### config.mk
export PLATFORM = sky130hd
export DESIGN_NAME = tag_whitelist_toggle_table
export DESIGN_NICKNAME = d
export VERILOG_FILES = /design/src/design/twtt_pkg.sv /design/src/design/twtt_ram.sv /design/src/design/tag_whitelist_toggle_table.sv
export SDC_FILE = /design/constraint.sdc
export NUM_CORES = 1
export LEC_CHECK = 0
export BUFFER_PORTS_ARGS = -buffer_cell sky130_fd_sc_hd__buf_4
export CAP_MARGIN = 20
export CORE_MARGIN = 5
export CORE_UTILIZATION = 30
export DETAILED_ROUTE_END_ITERATION = 12
export PLACE_DENSITY = 0.49
export REMOVE_ABC_BUFFERS = 1
export SLEW_MARGIN = 20
export SYNTH_ARGS = -nofsm -noshare
export SYNTH_HDL_FRONTEND = slang
export SYNTH_SLANG_ARGS = --single-unit
### constraint.sdc
create_clock -name clock -period 4.7 [get_ports clock]
set_input_delay 0 -clock clock [delete_from_list [all_inputs] [get_ports clock]]
set_output_delay 0 -clock clock [all_outputs]
set_load 0.03 [all_outputs]
### src/design/twtt_pkg.sv
// Package for the tag whitelist toggle table: sequencer states, command and
// status codes, fixed field widths. No dependencies.
`timescale 1ns / 1ps
`default_nettype none

package twtt_pkg;

   localparam int TAG_W    = 32;
   localparam int STATUS_W = 3;
   localparam int SLOT_W   = 5;

   // Command codes (req command field)
   localparam logic CMD_TOGGLE = 1'b0;
   localparam logic CMD_LOOKUP = 1'b1;

   // Result status codes
   localparam logic [STATUS_W-1:0] STAT_ADDED     = 3'd0;
   localparam logic [STATUS_W-1:0] STAT_REMOVED   = 3'd1;
   localparam logic [STATUS_W-1:0] STAT_FULL      = 3'd2;
   localparam logic [STATUS_W-1:0] STAT_FOUND     = 3'd3;
   localparam logic [STATUS_W-1:0] STAT_NOT_FOUND = 3'd4;
   localparam logic [STATUS_W-1:0] STAT_ZERO      = 3'd5;

   typedef enum logic [1:0] {
      SEQ_CLEAR,
      SEQ_IDLE,
      SEQ_SCAN,
      SEQ_DECIDE
   } seq_state_type;

endpackage

`default_nettype wire

### src/design/twtt_ram.sv
// Generic simple dual-port RAM: one write port, one read port, registered
// read data. No dependencies.
`timescale 1ns / 1ps
`default_nettype none

module twtt_ram #(
   parameter int WIDTH  = 32,
   parameter int DEPTH  = 32,
   parameter int ADDR_W = 5
) (
   input  wire logic              clock,
   input  wire logic              wr_en,
   input  wire logic [ADDR_W-1:0] wr_addr,
   input  wire logic [WIDTH-1:0]  wr_data,
   input  wire logic [ADDR_W-1:0] rd_addr,
   output logic      [WIDTH-1:0]  rd_data
);

   logic [WIDTH-1:0] mem_ff [DEPTH];
   logic [WIDTH-1:0] rd_data_ff;

   always_ff @(posedge clock) begin
      if (wr_en) begin
         mem_ff[wr_addr] <= wr_data;
      end
      rd_data_ff <= mem_ff[rd_addr];
   end

   assign rd_data = rd_data_ff;

endmodule

`default_nettype wire

### src/design/tag_whitelist_toggle_table.sv
// Top level of the tag whitelist toggle table: sequencer, scan compare unit
// and result register. Uses twtt_pkg and the twtt_ram tag store.
//
//   channel  dir  handshake            payload (low bit up)
//   req      in   req_tvalid/tready    tdata: command[0], tag[32:1], zero fill
//   rsp      out  rsp_tvalid/tready    tdata: status[2:0], slot_index[7:3]
//
// After reset the tag store is zeroed one slot a cycle;
// req_tready stays low until that pass ends. Reset is synchronous, active high.
// A nonzero tag is worked in steps: one read per slot through the single RAM
// read port, one compare per slot, a final decide/write step. A zero tag goes
// straight from accept to decide. One item is worked at a time; the result
// register frees the sequencer once loaded, so a stalled rsp only holds the
// decide state of the following item.
`timescale 1ns / 1ps
`default_nettype none

module tag_whitelist_toggle_table
   import twtt_pkg::*;
#(
   parameter int TABLE_SLOTS = 32
) (
   input  wire logic        clock,
   input  wire logic        reset,
   input  wire logic        req_tvalid,
   output logic             req_tready,
   input  wire logic [39:0] req_tdata,   // command[0], tag[32:1], zero[39:33]
   output logic             rsp_tvalid,
   input  wire logic        rsp_tready,
   output logic [7:0]       rsp_tdata    // status[2:0], slot_index[7:3]
);

   localparam int IDX_W = (TABLE_SLOTS > 1) ? $clog2(TABLE_SLOTS) : 1;
   localparam logic [IDX_W-1:0] LAST_SLOT = IDX_W'(TABLE_SLOTS - 1);

   // Sequencer state
   seq_state_type state_ff, state_in;
   logic [IDX_W-1:0] addr_ff, addr_in;         // read / clear address
   logic             issue_done_ff, issue_done_in;
   logic             rd_valid_ff, rd_valid_in; // RAM output holds a slot
   logic [IDX_W-1:0] rd_addr_ff, rd_addr_in;   // slot on the RAM output

   // Item being worked
   logic             cmd_ff, cmd_in;
   logic [TAG_W-1:0] tag_ff, tag_in;
   logic             hit_ff, hit_in;
   logic [IDX_W-1:0] hit_idx_ff, hit_idx_in;
   logic             free_ff, free_in;
   logic [IDX_W-1:0] free_idx_ff, free_idx_in;

   // Result register
   logic                rsp_valid_ff, rsp_valid_in;
   logic [STATUS_W-1:0] status_ff, status_in;
   logic [SLOT_W-1:0]   slot_ff, slot_in;

   // RAM port signals
   logic             wr_en;
   logic [IDX_W-1:0] wr_addr;
   logic [TAG_W-1:0] wr_data;
   logic [TAG_W-1:0] rd_data;

   logic [IDX_W-1:0]        res_idx;
   logic [IDX_W+SLOT_W-1:0] res_idx_wide;

   logic             req_tag_zero;
   logic             match, empty;

   twtt_ram #(
      .WIDTH  (TAG_W),
      .DEPTH  (TABLE_SLOTS),
      .ADDR_W (IDX_W)
   ) u_store (
      .clock   (clock),
      .wr_en   (wr_en),
      .wr_addr (wr_addr),
      .wr_data (wr_data),
      .rd_addr (addr_ff),
      .rd_data (rd_data)
   );

   assign req_tag_zero = (req_tdata[32:1] == '0);
   assign match = rd_valid_ff && (rd_data == tag_ff);
   assign empty = rd_valid_ff && (rd_data == '0);

   // Only the low 5 bits of the slot number are reported
   assign res_idx_wide = {{SLOT_W{1'b0}}, res_idx};

   always_comb begin
      state_in      = state_ff;
      addr_in       = addr_ff;
      issue_done_in = issue_done_ff;
      rd_valid_in   = 1'b0;
      rd_addr_in    = addr_ff;
      cmd_in        = cmd_ff;
      tag_in        = tag_ff;
      hit_in        = hit_ff;
      hit_idx_in    = hit_idx_ff;
      free_in       = free_ff;
      free_idx_in   = free_idx_ff;
      rsp_valid_in  = rsp_valid_ff && !rsp_tready;
      status_in     = status_ff;
      slot_in       = slot_ff;
      wr_en         = 1'b0;
      wr_addr       = addr_ff;
      wr_data       = '0;
      req_tready    = 1'b0;
      res_idx       = '0;

      case (state_ff)
         SEQ_CLEAR: begin
            wr_en = 1'b1;
            if (addr_ff == LAST_SLOT) begin
               addr_in  = '0;
               state_in = SEQ_IDLE;
            end else begin
               addr_in = addr_ff + 1'b1;
            end
         end

         SEQ_IDLE: begin
            req_tready = 1'b1;
            if (req_tvalid) begin
               cmd_in        = req_tdata[0];
               tag_in        = req_tdata[32:1];
               addr_in       = '0;
               issue_done_in = 1'b0;
               hit_in        = 1'b0;
               free_in       = 1'b0;
               hit_idx_in    = '0;
               free_idx_in   = '0;
               state_in      = req_tag_zero ? SEQ_DECIDE : SEQ_SCAN;
            end
         end

         SEQ_SCAN: begin
            // issue side: one slot read per cycle
            if (!issue_done_ff) begin
               rd_valid_in = 1'b1;
               rd_addr_in  = addr_ff;
               if (addr_ff == LAST_SLOT) begin
                  issue_done_in = 1'b1;
               end else begin
                  addr_in = addr_ff + 1'b1;
               end
            end
            // compare side: keep lowest match and lowest empty slot
            if (match && !hit_ff) begin
               hit_in     = 1'b1;
               hit_idx_in = rd_addr_ff;
            end
            if (empty && !free_ff) begin
               free_in     = 1'b1;
               free_idx_in = rd_addr_ff;
            end
            if (rd_valid_ff && rd_addr_ff == LAST_SLOT) begin
               state_in = SEQ_DECIDE;
            end
         end

         SEQ_DECIDE: begin
            if (tag_ff == '0) begin
               status_in = STAT_ZERO;
            end else if (cmd_ff == CMD_TOGGLE) begin
               if (hit_ff) begin
                  status_in = STAT_REMOVED;
                  res_idx   = hit_idx_ff;
               end else if (free_ff) begin
                  status_in = STAT_ADDED;
                  res_idx   = free_idx_ff;
               end else begin
                  status_in = STAT_FULL;
               end
            end else begin
               if (hit_ff) begin
                  status_in = STAT_FOUND;
                  res_idx   = hit_idx_ff;
               end else begin
                  status_in = STAT_NOT_FOUND;
               end
            end
            slot_in = res_idx_wide[SLOT_W-1:0];

            // wait for the result register to free up before committing
            if (!rsp_valid_ff || rsp_tready) begin
               rsp_valid_in = 1'b1;
               state_in     = SEQ_IDLE;
               if (tag_ff != '0 && cmd_ff == CMD_TOGGLE && (hit_ff || free_ff)) begin
                  wr_en   = 1'b1;
                  wr_addr = hit_ff ? hit_idx_ff : free_idx_ff;
                  wr_data = hit_ff ? '0 : tag_ff;
               end
            end else begin
               status_in = status_ff;
               slot_in   = slot_ff;
            end
         end

         default: begin
            state_in = SEQ_IDLE;
         end
      endcase
   end

   always_ff @(posedge clock) begin
      if (reset) begin
         state_ff      <= SEQ_CLEAR;
         addr_ff       <= '0;
         issue_done_ff <= 1'b0;
         rd_valid_ff   <= 1'b0;
         rsp_valid_ff  <= 1'b0;
      end else begin
         state_ff      <= state_in;
         addr_ff       <= addr_in;
         issue_done_ff <= issue_done_in;
         rd_valid_ff   <= rd_valid_in;
         rsp_valid_ff  <= rsp_valid_in;
      end
   end

   always_ff @(posedge clock) begin
      rd_addr_ff  <= rd_addr_in;
      cmd_ff      <= cmd_in;
      tag_ff      <= tag_in;
      hit_ff      <= hit_in;
      hit_idx_ff  <= hit_idx_in;
      free_ff     <= free_in;
      free_idx_ff <= free_idx_in;
      status_ff   <= status_in;
      slot_ff     <= slot_in;
   end

   assign rsp_tvalid = rsp_valid_ff;
   assign rsp_tdata  = {slot_ff, status_ff};

endmodule

`default_nettype wire
* Word-level counts from Yosys, hierarchy flattened *
Memories as Yosys holds them, arrays and structs flattened. A register that Yosys moved wholly into a read port is not among the register bits.
Index checks and enable logic that the tools add are counted.

word-level totals
  bits in registers = 68
  input port bits = 44
  output and inout port bits = 10
  word-level logic and storage cells = 109
  RAM bits = 1024
  memories = 1

memory list
  name            words  width  read ports  clocked after memory_dff  write ports  RTL line        text
  u_store.mem_ff  32     32     1           1                         1            twtt_ram.sv:19  logic [WIDTH-1:0] mem_ff [DEPTH];

cells by class
  bitwise operators = 2
  add/subtract/negate cells = 1
  reduce and logical (&&, ||, !) cells = 29
  eq/ne operators = 14
  muxes and demuxes = 48

operators by type and width
  operator             count
  $mux 32              4
  $logic_not 32->1     3
  $mux 5               14
  $eq 32x32->1         1
  $reduce_bool 32->1   1
  $pmux 5 s2           2
  $ne 2x2->1 const B   8
  $pmux 5 s3           1
  $mux 1               14
  $mux 2               6
  $eq 5x5->1 const B   2
  $logic_and 1x1->1    8
  $pmux 1 s2           4
  $pmux 2 s4           1
  $reduce_and 4->1     2
  $mux 3               2
  $reduce_and 2->1     3
  $reduce_and 3->1     2
  $add 5x1->5 const B  1
  $eq 2x2->1 const B   2
  $logic_not 1->1      4
  $reduce_bool 3->1    1
  $eq 2x1->1 const B   1
  $logic_not 2->1      1
  4 further kinds      6

* Depth between registers and ports, before layout *
  depth in word-level cells = 8
  gate-level depth with buffers = 9
  mapped depth without buffers = 8

* Cells and area by module *
A second synthesis with hierarchy kept.

second synthesis, totals
  cell total of the unflattened synthesis = 2545
  area total of the unflattened synthesis = 43835.8 µm²

by module, submodules not included
  module                      area an instance (µm²)  cells an instance  times used  seq. area each (µm²)
  twtt_ram                    40492.6                 2260               1           31390.1
  tag_whitelist_toggle_table  3343.2                  285                1           1891.8

* Worst setup path before layout *
OpenSTA, ideal clock, no wires.

  path kind = flip-flop to flip-flop
  from = register rsp_valid_ff, in the netlist rsp_tvalid
  to = memory u_store.mem_ff[14][0], enable pin
  period minus slack after synthesis = 3.465 ns
  arrival time = 3.044 ns
  library setup time = 0.421 ns
  stages on the path, launching flop included = 7
  buffers on the path = 1
  slack = 1.235 ns
  cell sequence = dfxtp_1 -> nor2b_4 -> or4b_4 -> o21bai_4 -> buf_12 -> mux2i_4 -> nor2_1

between the ends
  word-level cells in the longest chain between the ends = 6
  elaborated cells on any way between the ends = 8
  classes of those cells = mux: 6; reduce/logical: 2

ends and longest elaborated chain
  item                          RTL line                           text
  start, declared               tag_whitelist_toggle_table.sv:52   logic rsp_valid_ff, rsp_valid_in;
  start signal, assigned        tag_whitelist_toggle_table.sv:216  rsp_valid_ff <= rsp_valid_in;
  $logic_not 1->1 *             tag_whitelist_toggle_table.sv:184  if (!rsp_valid_ff || rsp_tready) begin
  $logic_or 1x1->1 *            tag_whitelist_toggle_table.sv:184
  $mux 1                        tag_whitelist_toggle_table.sv:184
  $pmux 1 s2                    tag_whitelist_toggle_table.sv:109  case (state_ff)
  $mux 1                        twtt_ram.sv:23                     if (wr_en) begin
  $mux 1 (implied by the code)  twtt_ram.sv:24                     mem_ff[wr_addr] <= wr_data;
  end, declared                 twtt_ram.sv:19

Every way passes the cells marked *; elsewhere a longest branch is shown, timed or not.

* Worst setup path after layout *
  from = register tag_ff[28]
  to = memory u_store.mem_ff[15][2], enable pin

between the ends
  word-level cells in the longest chain between the ends = 8
  elaborated cells on any way between the ends = 11
  classes of those cells = mux: 8; reduce/logical: 3

ends and longest elaborated chain
  item                               RTL line                           text
  start, declared                    tag_whitelist_toggle_table.sv:45   logic [TAG_W-1:0] tag_ff, tag_in;
  start signal, assigned             tag_whitelist_toggle_table.sv:223  tag_ff <= tag_in;
  $reduce_bool 32->1 *               tag_whitelist_toggle_table.sv:187  if (tag_ff != '0 && cmd_ff == CMD_TOGGLE && (hit_ff || free_ff)) begin
  $logic_and 1x1->1 * (2 in series)  tag_whitelist_toggle_table.sv:187
  $mux 1                             tag_whitelist_toggle_table.sv:187
  $mux 1                             tag_whitelist_toggle_table.sv:184
  $pmux 1 s2                         tag_whitelist_toggle_table.sv:109
  $mux 1                             twtt_ram.sv:23
  $mux 1 (implied by the code)       twtt_ram.sv:24

Marks and branches as above.

==> impl_metrics.tcl <==
set metrics [dict create \
    run_status "finished, final reports clean" \
    slew_headroom_pct 22.3 \
    end_kind "flop" \
    start_util_pct 30.1 \
    seq_area_um2 33300 \
    grt_pass1_vias 21500 \
    power_density_nw_per_um2 499 \
    grt_setup_unrepaired "false" \
    comb_power_share_pct 16.6 \
    internal-power_mw 18.6 \
    dpl.hpwl_um 66900 \
    dp_slack_ps 682 \
    area_growth_pct 17.1 \
    antenna_found_initial 1 \
    routabilityCongestion 0.836 \
    grt_pass1_wl_um 161000 \
    clock_latency_ps 730 \
    nNetsFinal 2199 \
    synth_flop_cell "edfxtp_1" \
    fin_total_pwr_mw 25.2 \
    tns_ps 0 \
    netlist_area_um2 43100 \
    numCtsBuffers 113 \
    synth_top_area_cell "edfxtp_1" \
    drt_iter0_drc 1997 \
    net-switching-power_mw 6.61 \
    final.min_clock_period_ps 4070 \
    wl_met2_um 52100 \
    multi_input_area_um2 9520 \
    coreArea_um2 143000 \
    synth-seq-cells 1124 \
    async_flop_share_pct 0 \
    swShare_pct 26.3 \
    yosysWarnings 0 \
    drive_above_1_share_pct 27.3 \
    die_w_um 389 \
    clock_skew_ps 35.8 \
    grt_overflow 0 \
    rows 139 \
    port_buffers 46 \
    track_usage_pct 14.7 \
    cts_sinks 1124 \
    grt_max_degree 100 \
    vdd_ir_drop_max_mv 0.339 \
    drc 0 \
    ys_seq_area_share_pct 77.3 \
    ios 54 \
    fin_crit_sh_pct 86.5 \
    p_leak_nw 17.1 \
    clkTransAtPathRegs_ps 60 \
    max_cap_viol_count 0 \
    synth_cell_type_count 51 \
    finalSetupViolCount 0 \
    cts_root_buffer "clkbuf_16" \
    netlist.area_leader.share_pct 75.1 \
    syn_inst 1961 \
    share_seq_of_total_power_pct 47.9 \
    critPathMaxFanout 21 \
    critical_path_arrival_ps 4460 \
    setup_slack_ps 632 \
    ys_top_cells_by_area "edfxtp_1 (75%), mux4_2 (13%), dfxtp_1 (2.2%)" \
    max_freq_mhz 246 \
    crit_type "flop to flop" \
    htree_levels 3 \
    fill_cells 13100 \
    highest_layer "met4" \
    hold_viol 0 \
    clock_path_buffers 3 \
    worst_pin_slew_ps 1160 \
    wl_met3_um 7860 \
    synth_edf_count 1077 \
    final_antenna_net_count 0 \
    die_height_um 389 \
    wirelength_um 113000 \
    via_count 20800 \
    clkPwrFrac_pct 35.5 \
    yosys-top-cells-count "edfxtp_1 (1077), mux4_2 (256), mux2i_1 (66), nor2_1 (61), dfxtp_1 (47)" \
    dieArea_um2 151000 \
    worstSetupStartpointType "flop" \
    synth_most_common_cell "edfxtp_1" \
    cts_tree "built" \
    wl_per_cell_um 27.2 \
    syn_avg_cell_area_um2 22.0 \
    met1_length_um 51000 \
    critPathRequiredTime_ps 5090 \
    avgViaCountPerCell 5.01 \
    finalMaxSlewViolations 0 \
    hp-class "primary input to flop" \
    first_pass_iters 5 \
]
-- registers in the layout (all words and copies together), names as in the netlist --
signal and count:
issue_done_ff 1, tag_ff 32, free_ff 1, hit_ff 1
addr_ff 5, status_ff 3, u_store.mem_ff 1024, hit_idx_ff 5
rd_addr_ff 5, cmd_ff 1, rd_valid_ff 1, free_idx_ff 5
u_store.rd_data 32, slot_ff 5, state_ff 2, rsp_tvalid 1
-- worst max-delay path, stage by stage (launching register included) --
cell and delay, ps:
edfxtp_1 440, nor4_1 500, nand4_1 440, o21bai_4 660
mux2i_4 310, nor2_4 950, buf_4 400
-- final timing paths --
path | slack [ps] | start | depth (start not counted) | to
worst max-delay path | 630 | tag_ff[28] | 6 | u_store.mem_ff[15][2]
worst max register to register | 630 | tag_ff[28] | 6 | u_store.mem_ff[15][2]
worst min register to register | 490 | issue_done_ff | 1 | rd_valid_ff
worst min-delay path | 50 | req_tdata[14] | 2 | tag_ff[13]
-- per-layer routing --
metal | vias up | global-route usage, %
li1 | 8662 | -
met1 | 11300 | 21.2
met2 | 700 | 22.8
met3 | 134 | 3.28
met4 | 0 | 3.32
met5 | - | 0
-- layout make-up --
| class | count | area share [%] |
|---|---|---|
| Antenna cell | 1 | 0.00496 |
| Clock buffer | 148 | 6.00 |
| Clock inverter | 67 | 1.27 |
| Inverter | 8 | 0.0596 |
| Multi-Input combinational cell | 728 | 18.9 |
| Sequential cell | 1124 | 66.0 |
| Tap cell | 1903 | 4.72 |
| Timing Repair Buffer | 173 | 3.05 |
-- kinds of logic (layout without fill, tap and decap cells) --
| group | count (synthesis) | in the layout | share of synthesized area (%) |
|---|---|---|---|
| buffers and inverters | 109 | 396 | 1.33 |
| AOI/OAI and AO/OA | 158 | 158 | 2.71 |
| and+or+nand+nor | 194 | 194 | 2.43 |
| xor gates and xnor gates | 35 | 35 | 0.712 |
| DFF | 1124 | 1124 | 77.3 |
| adders and majority gates | 7 | 7 | 0.203 |
| muxes | 334 | 334 | 15.3 |
| other | 0 | 1 | 0 |
-- repair_timing --
item / 4_1_cts / 5_1_grt
gates resized for setup: 0 / 0
setup buffers: 0 / 0
hold buffers: 47 / 0
hold endpoints to repair: 51 / 0
-- cell usage in the layout, fill, tap and decap left out, types with 33 or more instances in the layout --
cell type and n:
nor2_4 34, clkbuf_16 116, buf_4 117, a221oi_1 34
mux2i_1 66, a22oi_1 33, a21oi_1 43, edfxtp_1 1077
dlygate4sd3_1 47, mux4_2 256, dfxtp_1 43
-- metrics by stage --
step | cells | hold slack, ps | area (um2) | util, %
after floorplan | 1860 | 69.1 | 42500 | -
after global placement | 3886 | 227 | 46200 | 32.3
after detailed placement | 3888 | 224 | 46200 | 32.3
after CTS | 4150 | 1.54 | 50400 | 35.2
after global routing | 4151 | 29.7 | 50400 | 35.2
final | 4152 | 49.9 | 50400 | 35.2
-- power groups by stage --
stage	combinational (mW)	sequential (mW)	clock [mW]
final	4.17	12.1	8.94
after global routing	4.47	12.1	9.57
after CTS	4.25	12.1	9.15
after detailed placement	4.21	12.3	0
after global placement	4.19	12.2	0
after floorplan	2.17	12.5	0
(Power assumes the default switching activity.)
